===== src/rtl/led_blink_shift_driver_core_assert.svh =====
// ----------------------------------------------------------------------------
// led_blink_shift_driver_core_assert
// assertion macros shared by the led blink shift driver
// ----------------------------------------------------------------------------
`ifndef LED_BLINK_SHIFT_DRIVER_CORE_ASSERT_SVH
`define LED_BLINK_SHIFT_DRIVER_CORE_ASSERT_SVH

// same-cycle implication
`define LBSD_ASSERT_NOW(label, clk, rst_n, ante, cons, msg) \
    label: assert property (@(posedge clk) disable iff (!rst_n) (ante) |-> (cons)) \
        else $error(msg);

// next-cycle implication
`define LBSD_ASSERT_NEXT(label, clk, rst_n, ante, cons, msg) \
    label: assert property (@(posedge clk) disable iff (!rst_n) (ante) |=> (cons)) \
        else $error(msg);

`endif


===== src/rtl/lbsd_pkg.sv =====
// ----------------------------------------------------------------------------
// lbsd_pkg
// shared types and constants of the led blink shift driver
// ----------------------------------------------------------------------------
package lbsd_pkg;

    localparam int LBSD_NUM_LEDS    = 16;
    localparam int LBSD_PAT_W       = 16;
    localparam int LBSD_IDX_W       = 4;
    localparam int LBSD_ACT_W       = 3;
    localparam int LBSD_CNT_W       = 3;
    localparam int LBSD_QUEUE_DEPTH = 2;
    localparam int LBSD_OUT_DATA_W  = 8;

    typedef enum logic [LBSD_ACT_W-1:0] {
        ACT_TICK   = 3'd0,
        ACT_ON     = 3'd1,
        ACT_OFF    = 3'd2,
        ACT_TOGGLE = 3'd3,
        ACT_SLOW   = 3'd4,
        ACT_FAST   = 3'd5
    } t_action;

    localparam logic [LBSD_CNT_W-1:0] CNT_SLOW_ON  = 3'd0;
    localparam logic [LBSD_CNT_W-1:0] CNT_SLOW_OFF = 3'd4;

    typedef struct packed {
        logic                  valid;
        logic [LBSD_PAT_W-1:0] pattern;
    } t_frame_req;

    typedef struct packed {
        logic full;
        logic empty;
    } t_queue_stat;

endpackage


===== src/rtl/lbsd_front.sv =====
// ----------------------------------------------------------------------------
// lbsd_front
// command decode, mask and pattern state, frame requests to the queue
// ----------------------------------------------------------------------------
module lbsd_front #(
    parameter int NUM_LEDS = lbsd_pkg::LBSD_NUM_LEDS
) (
    input  logic                                  i_clk,
    input  logic                                  i_rst_n,
    input  logic                                  i_s_tvalid,
    output logic                                  o_s_tready,
    input  logic [lbsd_pkg::LBSD_PAT_W-1:0]       i_s_tdata,   // led_mask
    input  logic [lbsd_pkg::LBSD_ACT_W-1:0]       i_s_tuser,   // action
    input  lbsd_pkg::t_queue_stat                 i_q_stat,
    output lbsd_pkg::t_frame_req                  o_req
);
    import lbsd_pkg::*;

    localparam int FRAME_LEN = (NUM_LEDS > LBSD_PAT_W) ? LBSD_PAT_W : NUM_LEDS;
    localparam logic [LBSD_PAT_W-1:0] LED_BITS = (FRAME_LEN >= LBSD_PAT_W) ?
        {LBSD_PAT_W{1'b1}} : LBSD_PAT_W'((LBSD_PAT_W+1)'(1) << FRAME_LEN) - 1'b1;

    logic [LBSD_PAT_W-1:0] r_on, r_slow, r_fast, r_pat;
    logic [LBSD_PAT_W-1:0] n_on, n_slow, n_fast, n_pat;
    logic [LBSD_CNT_W-1:0] r_cnt, n_cnt;
    logic [LBSD_PAT_W-1:0] m, nm, slow_bits, tick_pat;
    logic                  accept, push;

    assign o_s_tready = !i_q_stat.full;
    assign accept     = i_s_tvalid && o_s_tready;
    assign m          = i_s_tdata & LED_BITS;
    assign nm         = ~m;

    always_comb begin
        n_cnt = r_cnt + 1'b1;
        if (n_cnt == CNT_SLOW_ON) begin
            slow_bits = r_slow;
        end else if (n_cnt == CNT_SLOW_OFF) begin
            slow_bits = '0;
        end else begin
            slow_bits = r_slow & r_pat;
        end
        tick_pat = (r_on | slow_bits | (n_cnt[0] ? '0 : r_fast)) & LED_BITS;
    end

    always_comb begin
        n_on   = r_on;
        n_slow = r_slow;
        n_fast = r_fast;
        n_pat  = r_pat;
        push   = 1'b0;
        unique case (t_action'(i_s_tuser))
            ACT_TICK: begin
                n_pat = tick_pat;
                push  = (tick_pat != r_pat);
            end
            ACT_ON: begin
                n_pat  = r_pat | m;
                n_on   = r_on | m;
                n_slow = r_slow & nm;
                n_fast = r_fast & nm;
                push   = 1'b1;
            end
            ACT_OFF: begin
                n_pat  = r_pat & nm;
                n_on   = r_on & nm;
                n_slow = r_slow & nm;
                n_fast = r_fast & nm;
                push   = 1'b1;
            end
            ACT_TOGGLE: begin
                n_pat  = r_pat ^ m;
                n_on   = r_on ^ m;
                n_slow = r_slow & nm;
                n_fast = r_fast & nm;
                push   = 1'b1;
            end
            ACT_SLOW: begin
                n_slow = r_slow | m;
                n_fast = r_fast & nm;
                n_on   = r_on & nm;
            end
            ACT_FAST: begin
                n_fast = r_fast | m;
                n_slow = r_slow & nm;
                n_on   = r_on & nm;
            end
            default: begin
            end
        endcase
    end

    always_ff @(posedge i_clk) begin
        if (!i_rst_n) begin
            r_on   <= '0;
            r_slow <= '0;
            r_fast <= '0;
            r_pat  <= '0;
            r_cnt  <= '0;
        end else if (accept) begin
            r_on   <= n_on;
            r_slow <= n_slow;
            r_fast <= n_fast;
            r_pat  <= n_pat;
            if (t_action'(i_s_tuser) == ACT_TICK) begin
                r_cnt <= n_cnt;
            end
        end
    end

    assign o_req.valid   = accept && push;
    assign o_req.pattern = n_pat;

endmodule


===== src/rtl/lbsd_queue.sv =====
// ----------------------------------------------------------------------------
// lbsd_queue
// short fifo of frame patterns between front and shifter
// ----------------------------------------------------------------------------
module lbsd_queue (
    input  logic                  i_clk,
    input  logic                  i_rst_n,
    input  lbsd_pkg::t_frame_req  i_push,
    input  logic                  i_pop,
    output lbsd_pkg::t_frame_req  o_head,
    output lbsd_pkg::t_queue_stat o_stat
);
    import lbsd_pkg::*;

    localparam int PTR_W = (LBSD_QUEUE_DEPTH > 1) ? $clog2(LBSD_QUEUE_DEPTH) : 1;
    localparam int CNT_W = $clog2(LBSD_QUEUE_DEPTH + 1);
    localparam logic [PTR_W-1:0] LAST_PTR = PTR_W'(LBSD_QUEUE_DEPTH - 1);
    localparam logic [CNT_W-1:0] FULL_CNT = CNT_W'(LBSD_QUEUE_DEPTH);

    logic [LBSD_PAT_W-1:0] r_mem [LBSD_QUEUE_DEPTH];
    logic [PTR_W-1:0]      r_wr, r_rd;
    logic [CNT_W-1:0]      r_cnt;
    logic                  do_push, do_pop;

    assign o_stat.full  = (r_cnt == FULL_CNT);
    assign o_stat.empty = (r_cnt == '0);
    assign do_push      = i_push.valid && !o_stat.full;
    assign do_pop       = i_pop && !o_stat.empty;

    always_ff @(posedge i_clk) begin
        if (do_push) begin
            r_mem[r_wr] <= i_push.pattern;
        end
    end

    always_ff @(posedge i_clk) begin
        if (!i_rst_n) begin
            r_wr  <= '0;
            r_rd  <= '0;
            r_cnt <= '0;
        end else begin
            if (do_push) begin
                r_wr <= (r_wr == LAST_PTR) ? '0 : r_wr + 1'b1;
            end
            if (do_pop) begin
                r_rd <= (r_rd == LAST_PTR) ? '0 : r_rd + 1'b1;
            end
            if (do_push && !do_pop) begin
                r_cnt <= r_cnt + 1'b1;
            end else if (do_pop && !do_push) begin
                r_cnt <= r_cnt - 1'b1;
            end
        end
    end

    assign o_head.valid   = !o_stat.empty;
    assign o_head.pattern = r_mem[r_rd];

endmodule


===== src/rtl/lbsd_shifter.sv =====
// ----------------------------------------------------------------------------
// lbsd_shifter
// serializes one pattern per frame, active low, led 0 first
// ----------------------------------------------------------------------------
module lbsd_shifter #(
    parameter int NUM_LEDS = lbsd_pkg::LBSD_NUM_LEDS
) (
    input  logic                                i_clk,
    input  logic                                i_rst_n,
    input  lbsd_pkg::t_frame_req                i_head,
    output logic                                o_pop,
    output logic                                o_m_tvalid,
    input  logic                                i_m_tready,
    output logic [lbsd_pkg::LBSD_OUT_DATA_W-1:0] o_m_tdata,  // serial_data, bit_index
    output logic                                o_m_tlast   // latch_last
);
    import lbsd_pkg::*;

    localparam int FRAME_LEN = (NUM_LEDS > LBSD_PAT_W) ? LBSD_PAT_W : NUM_LEDS;
    localparam logic [LBSD_IDX_W-1:0] LAST_IDX = LBSD_IDX_W'(FRAME_LEN - 1);

    logic [LBSD_PAT_W-1:0] r_pat;
    logic [LBSD_IDX_W-1:0] r_idx;
    logic                  r_busy;
    logic                  last, load;

    assign last  = (r_idx == LAST_IDX);
    assign load  = i_head.valid && (!r_busy || (i_m_tready && last));
    assign o_pop = load;

    always_ff @(posedge i_clk) begin
        if (!i_rst_n) begin
            r_busy <= 1'b0;
            r_idx  <= '0;
        end else if (load) begin
            r_busy <= 1'b1;
            r_idx  <= '0;
            r_pat  <= i_head.pattern;
        end else if (r_busy && i_m_tready) begin
            if (last) begin
                r_busy <= 1'b0;
            end else begin
                r_idx <= r_idx + 1'b1;
            end
        end
    end

    assign o_m_tvalid = r_busy;
    assign o_m_tdata  = {{(LBSD_OUT_DATA_W-LBSD_IDX_W-1){1'b0}}, r_idx, ~r_pat[r_idx]};
    assign o_m_tlast  = last;

endmodule


===== src/rtl/led_blink_shift_driver_core.sv =====
// a frame's first word is valid once the shifter loads the queue entry written by its command
// throughput: one word per cycle while i_m_tready is high, shifter frames of min(NUM_LEDS,16) words
// commands are taken one per cycle while the two-entry frame queue has room
// reset: synchronous active low, clears masks, pattern, tick count, queue and shifter
// ----------------------------------------------------------------------------
// led_blink_shift_driver_core
// led blink controller with serial shift register output
// ----------------------------------------------------------------------------
`include "led_blink_shift_driver_core_assert.svh"

module led_blink_shift_driver_core #(
    parameter int NUM_LEDS = lbsd_pkg::LBSD_NUM_LEDS
) (
    input  logic                                 i_clk,
    input  logic                                 i_rst_n,
    input  logic                                 i_s_tvalid,
    output logic                                 o_s_tready,
    input  logic [lbsd_pkg::LBSD_PAT_W-1:0]      i_s_tdata,   // led_mask
    input  logic [lbsd_pkg::LBSD_ACT_W-1:0]      i_s_tuser,   // action
    output logic                                 o_m_tvalid,
    input  logic                                 i_m_tready,
    output logic [lbsd_pkg::LBSD_OUT_DATA_W-1:0] o_m_tdata,   // serial_data, bit_index
    output logic                                 o_m_tlast    // latch_last
);
    import lbsd_pkg::*;

    t_frame_req  req, head;
    t_queue_stat q_stat;
    logic        pop;

    lbsd_front #(.NUM_LEDS(NUM_LEDS)) u_front (
        .i_clk      (i_clk),
        .i_rst_n    (i_rst_n),
        .i_s_tvalid (i_s_tvalid),
        .o_s_tready (o_s_tready),
        .i_s_tdata  (i_s_tdata),
        .i_s_tuser  (i_s_tuser),
        .i_q_stat   (q_stat),
        .o_req      (req)
    );

    lbsd_queue u_queue (
        .i_clk   (i_clk),
        .i_rst_n (i_rst_n),
        .i_push  (req),
        .i_pop   (pop),
        .o_head  (head),
        .o_stat  (q_stat)
    );

    lbsd_shifter #(.NUM_LEDS(NUM_LEDS)) u_shifter (
        .i_clk      (i_clk),
        .i_rst_n    (i_rst_n),
        .i_head     (head),
        .o_pop      (pop),
        .o_m_tvalid (o_m_tvalid),
        .i_m_tready (i_m_tready),
        .o_m_tdata  (o_m_tdata),
        .o_m_tlast  (o_m_tlast)
    );

    `LBSD_ASSERT_NEXT(a_frame_continues, i_clk, i_rst_n, o_m_tvalid && i_m_tready && !o_m_tlast, o_m_tvalid && o_m_tdata[4:1] == $past(o_m_tdata[4:1]) + 4'd1, "frame broke off before its last word")
    `LBSD_ASSERT_NEXT(a_frame_starts_at_zero, i_clk, i_rst_n, o_m_tvalid && i_m_tready && o_m_tlast, !o_m_tvalid || o_m_tdata[4:1] == 4'd0, "new frame does not start at led 0")
    `LBSD_ASSERT_NOW(a_no_push_when_full, i_clk, i_rst_n, q_stat.full, !req.valid, "frame request while queue full")

endmodule

===== config.mk =====
export PLATFORM = sky130hd
export DESIGN_NAME = led_blink_shift_driver_core
export DESIGN_NICKNAME = d
export VERILOG_FILES = /design/src/rtl/lbsd_pkg.sv /design/src/rtl/lbsd_front.sv /design/src/rtl/lbsd_queue.sv /design/src/rtl/lbsd_shifter.sv /design/src/rtl/led_blink_shift_driver_core.sv
export VERILOG_INCLUDE_DIRS = /design/src /design/src/rtl
export SDC_FILE = /design/constraint.sdc
export NUM_CORES = 1
export LEC_CHECK = 0
export ABC_AREA = 1
export BUFFER_PORTS_ARGS = -buffer_cell sky130_fd_sc_hd__buf_2
export CAP_MARGIN = 20
export CORE_UTILIZATION = 55
export CTS_CLUSTER_SIZE = 28
export DETAILED_ROUTE_END_ITERATION = 8
export PLACE_DENSITY = 0.75
export RECOVER_POWER = 50
export REMOVE_ABC_BUFFERS = 1
export SYNTH_ARGS = -nofsm -noshare
export SYNTH_HDL_FRONTEND = slang
export SYNTH_HIERARCHICAL = 1
export SYNTH_SLANG_ARGS = --single-unit

===== constraint.sdc =====
create_clock -name i_clk -period 6.63 [get_ports i_clk]
set_input_delay 0.3315 -clock i_clk [delete_from_list [all_inputs] [get_ports i_clk]]
set_output_delay 0.3315 -clock i_clk [all_outputs]
set_load 0.005 [all_outputs]

==> results of run 1 <==
[worst min path at each step]
stage / from / endpoint / slack (ns)
2_1_floorplan: i_rst_n / u_queue/r_cnt[1]$_SDFFE_PN0P_ / 0.45
3_3_place_gp: u_queue/r_rd$_SDFFE_PN0P_ / u_queue/r_rd$_SDFFE_PN0P_ / 0.48
3_5_place_dp: u_queue/r_wr$_SDFFE_PN0P_ / u_queue/r_wr$_SDFFE_PN0P_ / 0.50
4_1_cts: i_m_tready / u_shifter/o_m_tvalid$_SDFFE_PN0P_ / 0.23
5_1_grt: i_m_tready / u_shifter/o_m_tvalid$_SDFFE_PN0P_ / 0.27
6_report: i_m_tready / u_shifter/o_m_tvalid$_SDFFE_PN0P_ / 0.26
[cell usage after synthesis (11+ instances only)]
| cell type | count |
|---|---|
| nand2_1 | 141 |
| inv_1 | 87 |
| a21oi_1 | 84 |
| dfxtp_1 | 77 |
| ha_1 | 69 |
| nor2_1 | 51 |
| edfxtp_1 | 48 |
| o21ai_0 | 44 |
| nand3_1 | 37 |
| o21ai_1 | 27 |
| a221oi_1 | 16 |
| nor3_1 | 16 |
| clkbuf_1 | 14 |
| a22oi_1 | 13 |
| buf_2 | 13 |
| o211ai_1 | 11 |
[metrics by stage]
stage / cells / utilization
3_3_place_gp: 1000 / 0.581
4_1_cts: 1035 / 0.632
6_report: 1035 / 0.622
3_5_place_dp: 1003 / 0.584
5_1_grt: 1035 / 0.622
2_1_floorplan: 795 / -
[cell type report]
type | instances | share of cell area
clock buffers | 21 | 0.0569
clock inverters | 11 | 0.0210
inverters | 96 | 0.0455
multi-input cells | 574 | 0.449
flip-flops and latches | 125 | 0.377
well taps | 172 | 0.0272
repair buffers | 36 | 0.0240
[power by group through the flow]
stage	clock network (mW)	registers, mW	logic, mW
finish	0.972	1.04	0.605
floorplan	0	1.03	0.472
global placement	0	1.05	0.585
CTS	0.980	1.04	0.636
detailed placement	0	1.06	0.629
global route	1.02	1.05	0.675
[routing by layer]
| layer | GRT usage | vias up |
|---|---|---|
| li1 | - | 2872 |
| met1 | 0.304 | 2874 |
| met2 | 0.451 | 216 |
| met3 | 0.0664 | 62 |
| met4 | 0.166 | 0 |
| met5 | 0 | - |
[cells by family after synthesis]
family          share of synthesized area
other cells                      0.000520
fa+ha+maj                           0.120
compound gates                      0.170
simple gates                        0.183
flops                               0.413
mux                                0.0302
xor+xnor                          0.00243
buf+inv                            0.0806
[worst min-delay path, cell delays in order]
cell     delay, ns
buf_2         0.09
nand2_1       0.05
nand2_1       0.10
a21oi_2       0.06
==> qor.txt, run 1 <==
Post-synth top flop: dfxtp_1
violated checks: capacitance limit, slew limit
Yosys top cell area share: 0.214
P per Cell Area: 330 nW/µm²
pre-CTS WS: 3.29 ns
Logic pwr share: 0.231
FF/Latch Area: 2980 µm²
die width: 117 µm
DRC: 0
First-pass DRT Iterations: 6
R2R cell count: 9
max_slew headroom: -0.315
RSZ-0062 raised after global routing: no
design area: 7920 µm²
Synth cell types: 38
Routed met2 length: 8420 µm
r2r startpoint: u_queue/r_cnt[1]$_SDFFE_PN0P_
CP startpoint kind: register
H-tree lvl count: 4
Seq/Total Area, Yosys: 0.413
reg2reg end: u_front/r_on[15]$_SDFFE_PN0P_
hold_ws: 0.256 ns
internal power: 1.80 mW
commonest non-fill, non-tap cell in the layout: nand2_1
final WL: 17300 µm
switching pwr: 817 µW
area grow syn2layout: 9.71%
clock skew: 0.0101 ns
layout cells sized above 1: 0.0985
DP Wirelength: 11200 µm
hold_buf cts: 0
initial antenna violation count: 0
switch share: 0.312
Hold Crit Depth: 4
crit path capture: u_front/r_on[15]$_SDFFE_PN0P_
input/output buffers: 30
DR iter-0 viols: 459
Top Metal Used: met4
fmax: 0.245 GHz
Critical Path Fanout Max: 32
clock share of power: 0.372
Die Ht: 117 µm
CP Cell Sequence: inv_2 > nor2_1 > inv_1 > nand2_1 > inv_1 > nand2_1 > inv_2 > o21ai_0 > a21oi_1
top cells by area, synth: dfxtp_1, edfxtp_1, ha_1
Core Box Area: 12700 µm²
largest area contributor in the netlist: dfxtp_1
overflow left after global routing: 0
slew at the pin with the worst max-slew slack: 1.97 ns
routed wl met3: 1030 µm
multi-input logic area: 3550 µm²
Avg Inst Size Synth: 8.70 µm²
Final period util: 0.615
Levels on crit path: 9
Root Driver: clkbuf_16
CTS sink cnt: 125
setup TNS: 0 ns
max incr delay on CP: 1.46 ns
Via density: 5.82
Mapped Cells: 830
Leak Pwr: 3.54 nW
Yosys reg bits: 125
post-cts gate resize count: 0
internal reg-to-reg setup slack: 2.55 ns
largest net degree at the start of global routing: 62
CP Capture Type: register
CP required: 6.90 ns
Reg power frac: 0.397
post-route ant nets: 0
Synth Cell Area: 7220 µm²
most frequent cells in the layout: nand2_1, inv_1, a21oi_1, dfxtp_1, ha_1
Max Cap Viol: 1
Final Setup Violations: 0
Setup CP Type: reg -> reg
# rows: 41
CTS Buf Count: 17
# IOs: 34
vias in the first global route: 5914
Final Power: 2.62 mW
VDD IR max: 0.000192 V
Clock transition at path regs: 0.06 ns
final hold violation count: 0
Final Worst Setup Slack: 2.55 ns
Yosys warnings: 6
first-pass GRT wire length: 27400 µm
Synth async-reset ratio: 0
CP arrival: 4.36 ns
CP bufs+invs: 4
via total after detailed routing: 6024
Die ar.: 13600 µm²
CTS tree: built
Crit path max-delay family: simple AND/OR/NAND/NOR gates
clk_lat worst skew: 0.42 ns
pins over their slew limit: 18
fillers: 1114
gpl congestion: 0.893
n_diodes: 0
Starting Density: 0.567
Max Root-Sink Buffers: 2
nets: 942
CP Launch Point: u_queue/r_cnt[1]$_SDFFE_PN0P_
CP max stage cell: nand2_1
met1 WL: 7120 µm
placed inst area: 7420 µm²
gr usage total: 0.267
EDFF count, synth: 48
postcts setup bufs: 0
outcome: finished, violations left
Tmin final: 4.08 ns
WL per Instance: 16.7 µm
Hold/Removal Path Class: in -> reg
No activity file was read; power rests on OpenSTA's default activity.
==> run 2: changes to the inputs <==
- clock period: 6.63 -> 4.2 ns (I/O delays scaled with it)
==> run 2 against run 1 <==
  * The flow now finishes without violations
  * Sequential power increased by 58%
  * Utilization increased by 0.34 points
  * Critical path depth increased by 14
  * Global-route usage increased by 1.1 points
  * Total power increased by 58%
  * Sequential share of layout area decreased by 0.21 points
  * Die area unchanged
  * Critical path type unchanged
  * Largest cell class unchanged
  * Highest routed layer unchanged
==> qor.txt, run 2 (same netlist as run 1, synthesis figures left out) <==
first-pass GRT wire length: 28300 µm
post-cts gate resize count: 0
Setup CP Type: reg -> reg
largest net degree at the start of global routing: 61
DR iter-0 viols: 579
gpl congestion: 0.952
vias in the first global route: 5860
DP Wirelength: 11500 µm
CP bufs+invs: 5
Critical Path Fanout Max: 18
outcome: finished, final reports clean
# IOs: 34
clk_lat worst skew: 0.42 ns
DRC: 0
CP max stage cell: dfxtp_1
via total after detailed routing: 5941
internal reg-to-reg setup slack: 0.62 ns
hold endpoint: u_shifter/o_m_tvalid$_SDFFE_PN0P_
n_diodes: 0
fillers: 1113
VDD IR max: 0.000314 V
Hold Crit Depth: 3
Core Box Area: 12700 µm²
CTS sink cnt: 125
commonest non-fill, non-tap cell in the layout: nand2_1
r2r startpoint: u_front/r_cnt[0]$_SDFFE_PN0P_
Max Cap Viol: 0
First-pass DRT Iterations: 8
input/output buffers: 30
hold_buf cts: 0
max_slew headroom: 0.415
pre-CTS WS: 0.769 ns
Die ar.: 13600 µm²
Crit path max-delay family: simple AND/OR/NAND/NOR gates
CP arrival: 3.93 ns
nets: 942
postcts setup bufs: 0
pins over their slew limit: 0
CP required: 4.56 ns
CP startpoint kind: register
setup TNS: 0 ns
post-route ant nets: 0
final WL: 17300 µm
max incr delay on CP: 0.89 ns
hold_ws: 0.125 ns
P per Cell Area: 519 nW/µm²
fmax: 0.280 GHz
Final period util: 0.852
Layout Cells excl Fill: 1035
initial antenna violation count: 0
CP Capture Type: register
Clock transition at path regs: 0.06 ns
Tmin final: 3.58 ns
hold_sp: i_rst_n
gr usage total: 0.277
R2R cell count: 23
WL per Instance: 16.7 µm
slew at the pin with the worst max-slew slack: 0.876 ns
Root Driver: clkbuf_16
Final Worst Setup Slack: 0.623 ns
RSZ-0062 raised after global routing: no
H-tree lvl count: 4
placed cells: 1003
Final Setup Violations: 0
layout cells sized above 1: 0.103
die width: 117 µm
CP Cell Sequence: ha_1 > ha_1 > inv_1 > nand2_1 > nand2_1 > nand2_1 > nand2_1 > nand2_1 > nand2_1 > nor2_1 > nand2_1 > nor2_1 > nand3_1 > nand2_1 > inv_1 > o21ai_2 > inv_2 > ha_1 > inv_1 > nand3_1 > nand2_1 > inv_1 > nor2_1
clock skew: 0.00830 ns
most frequent cells in the layout: nand2_1, inv_1, a21oi_1, dfxtp_1, ha_1
area grow syn2layout: 10.3%
Leak Pwr: 3.55 nW
Starting Density: 0.567
final hold violation count: 0
overflow left after global routing: 0
Worst path most repeated cell: nand2_1
# rows: 41
CTS tree: built
CTS Buf Count: 17
Via density: 5.74
Max Root-Sink Buffers: 2
Hold/Removal Path Class: in -> reg
reg2reg end: u_queue/r_cnt[1]$_SDFFE_PN0P_
Die Ht: 117 µm
==> run 2: tightest hold or removal path, cell delays in order <==
cell     delay (ns)
buf_2          0.14
inv_1          0.11
a21oi_2        0.04
==> run 2: metal layers <==
layer,vias to the layer above,global-route usage,share of wire
li1,2872,-,-
met5,-,0,0
met2,262,0.473,0.49
met4,0,0.134,0.025
met3,43,0.0643,0.072
met1,2764,0.331,0.41
==> run 2: report_power, final <==
part           switching, mW  leakage, nW  internal, mW
logic                  0.616         2.19         0.338
clock network          0.548        0.281         0.988
registers              0.150         1.08          1.49
==> run 2: per-stage QoR <==
stage	power [mW]	util	instance area, µm²
after floorplan	2.37	-	7000
after global placement	2.59	0.582	7410
after detailed placement	2.66	0.583	7420
after CTS	4.20	0.632	8040
after global routing	4.36	0.626	7960
final	4.13	0.626	7960
==> run 2: final cells by class <==
| class | instances | area, µm² | share of cell area |
|---|---|---|---|
| repair buffers | 36 | 184 | 0.0231 |
| well taps | 172 | 215 | 0.0270 |
| clock inverters | 15 | 194 | 0.0244 |
| flip-flops and latches | 125 | 2980 | 0.375 |
| clock buffers | 17 | 425 | 0.0534 |
| inverters | 96 | 360 | 0.0453 |
| multi-input cells | 574 | 3600 | 0.452 |
==> run 2: worst max-delay path by stage <==
stage                                  startpoint                            end  slack, ns  cells past startpoint
finish              u_front/r_cnt[0]$_SDFFE_PN0P_  u_queue/r_cnt[1]$_SDFFE_PN0P_       0.62                     23
global route        u_front/r_cnt[0]$_SDFFE_PN0P_  u_queue/r_cnt[1]$_SDFFE_PN0P_       0.33                     23
CTS                 u_front/r_cnt[0]$_SDFFE_PN0P_  u_queue/r_cnt[1]$_SDFFE_PN0P_       0.74                     23
detailed placement  u_front/r_cnt[0]$_SDFFE_PN0P_  u_queue/r_cnt[1]$_SDFFE_PN0P_       0.77                     23
global placement    u_front/r_cnt[0]$_SDFFE_PN0P_  u_queue/r_cnt[1]$_SDFFE_PN0P_       0.90                     23
floorplan           u_front/r_cnt[0]$_SDFFE_PN0P_  u_queue/r_mem[1][0]$_DFFE_PP_       1.21                     12
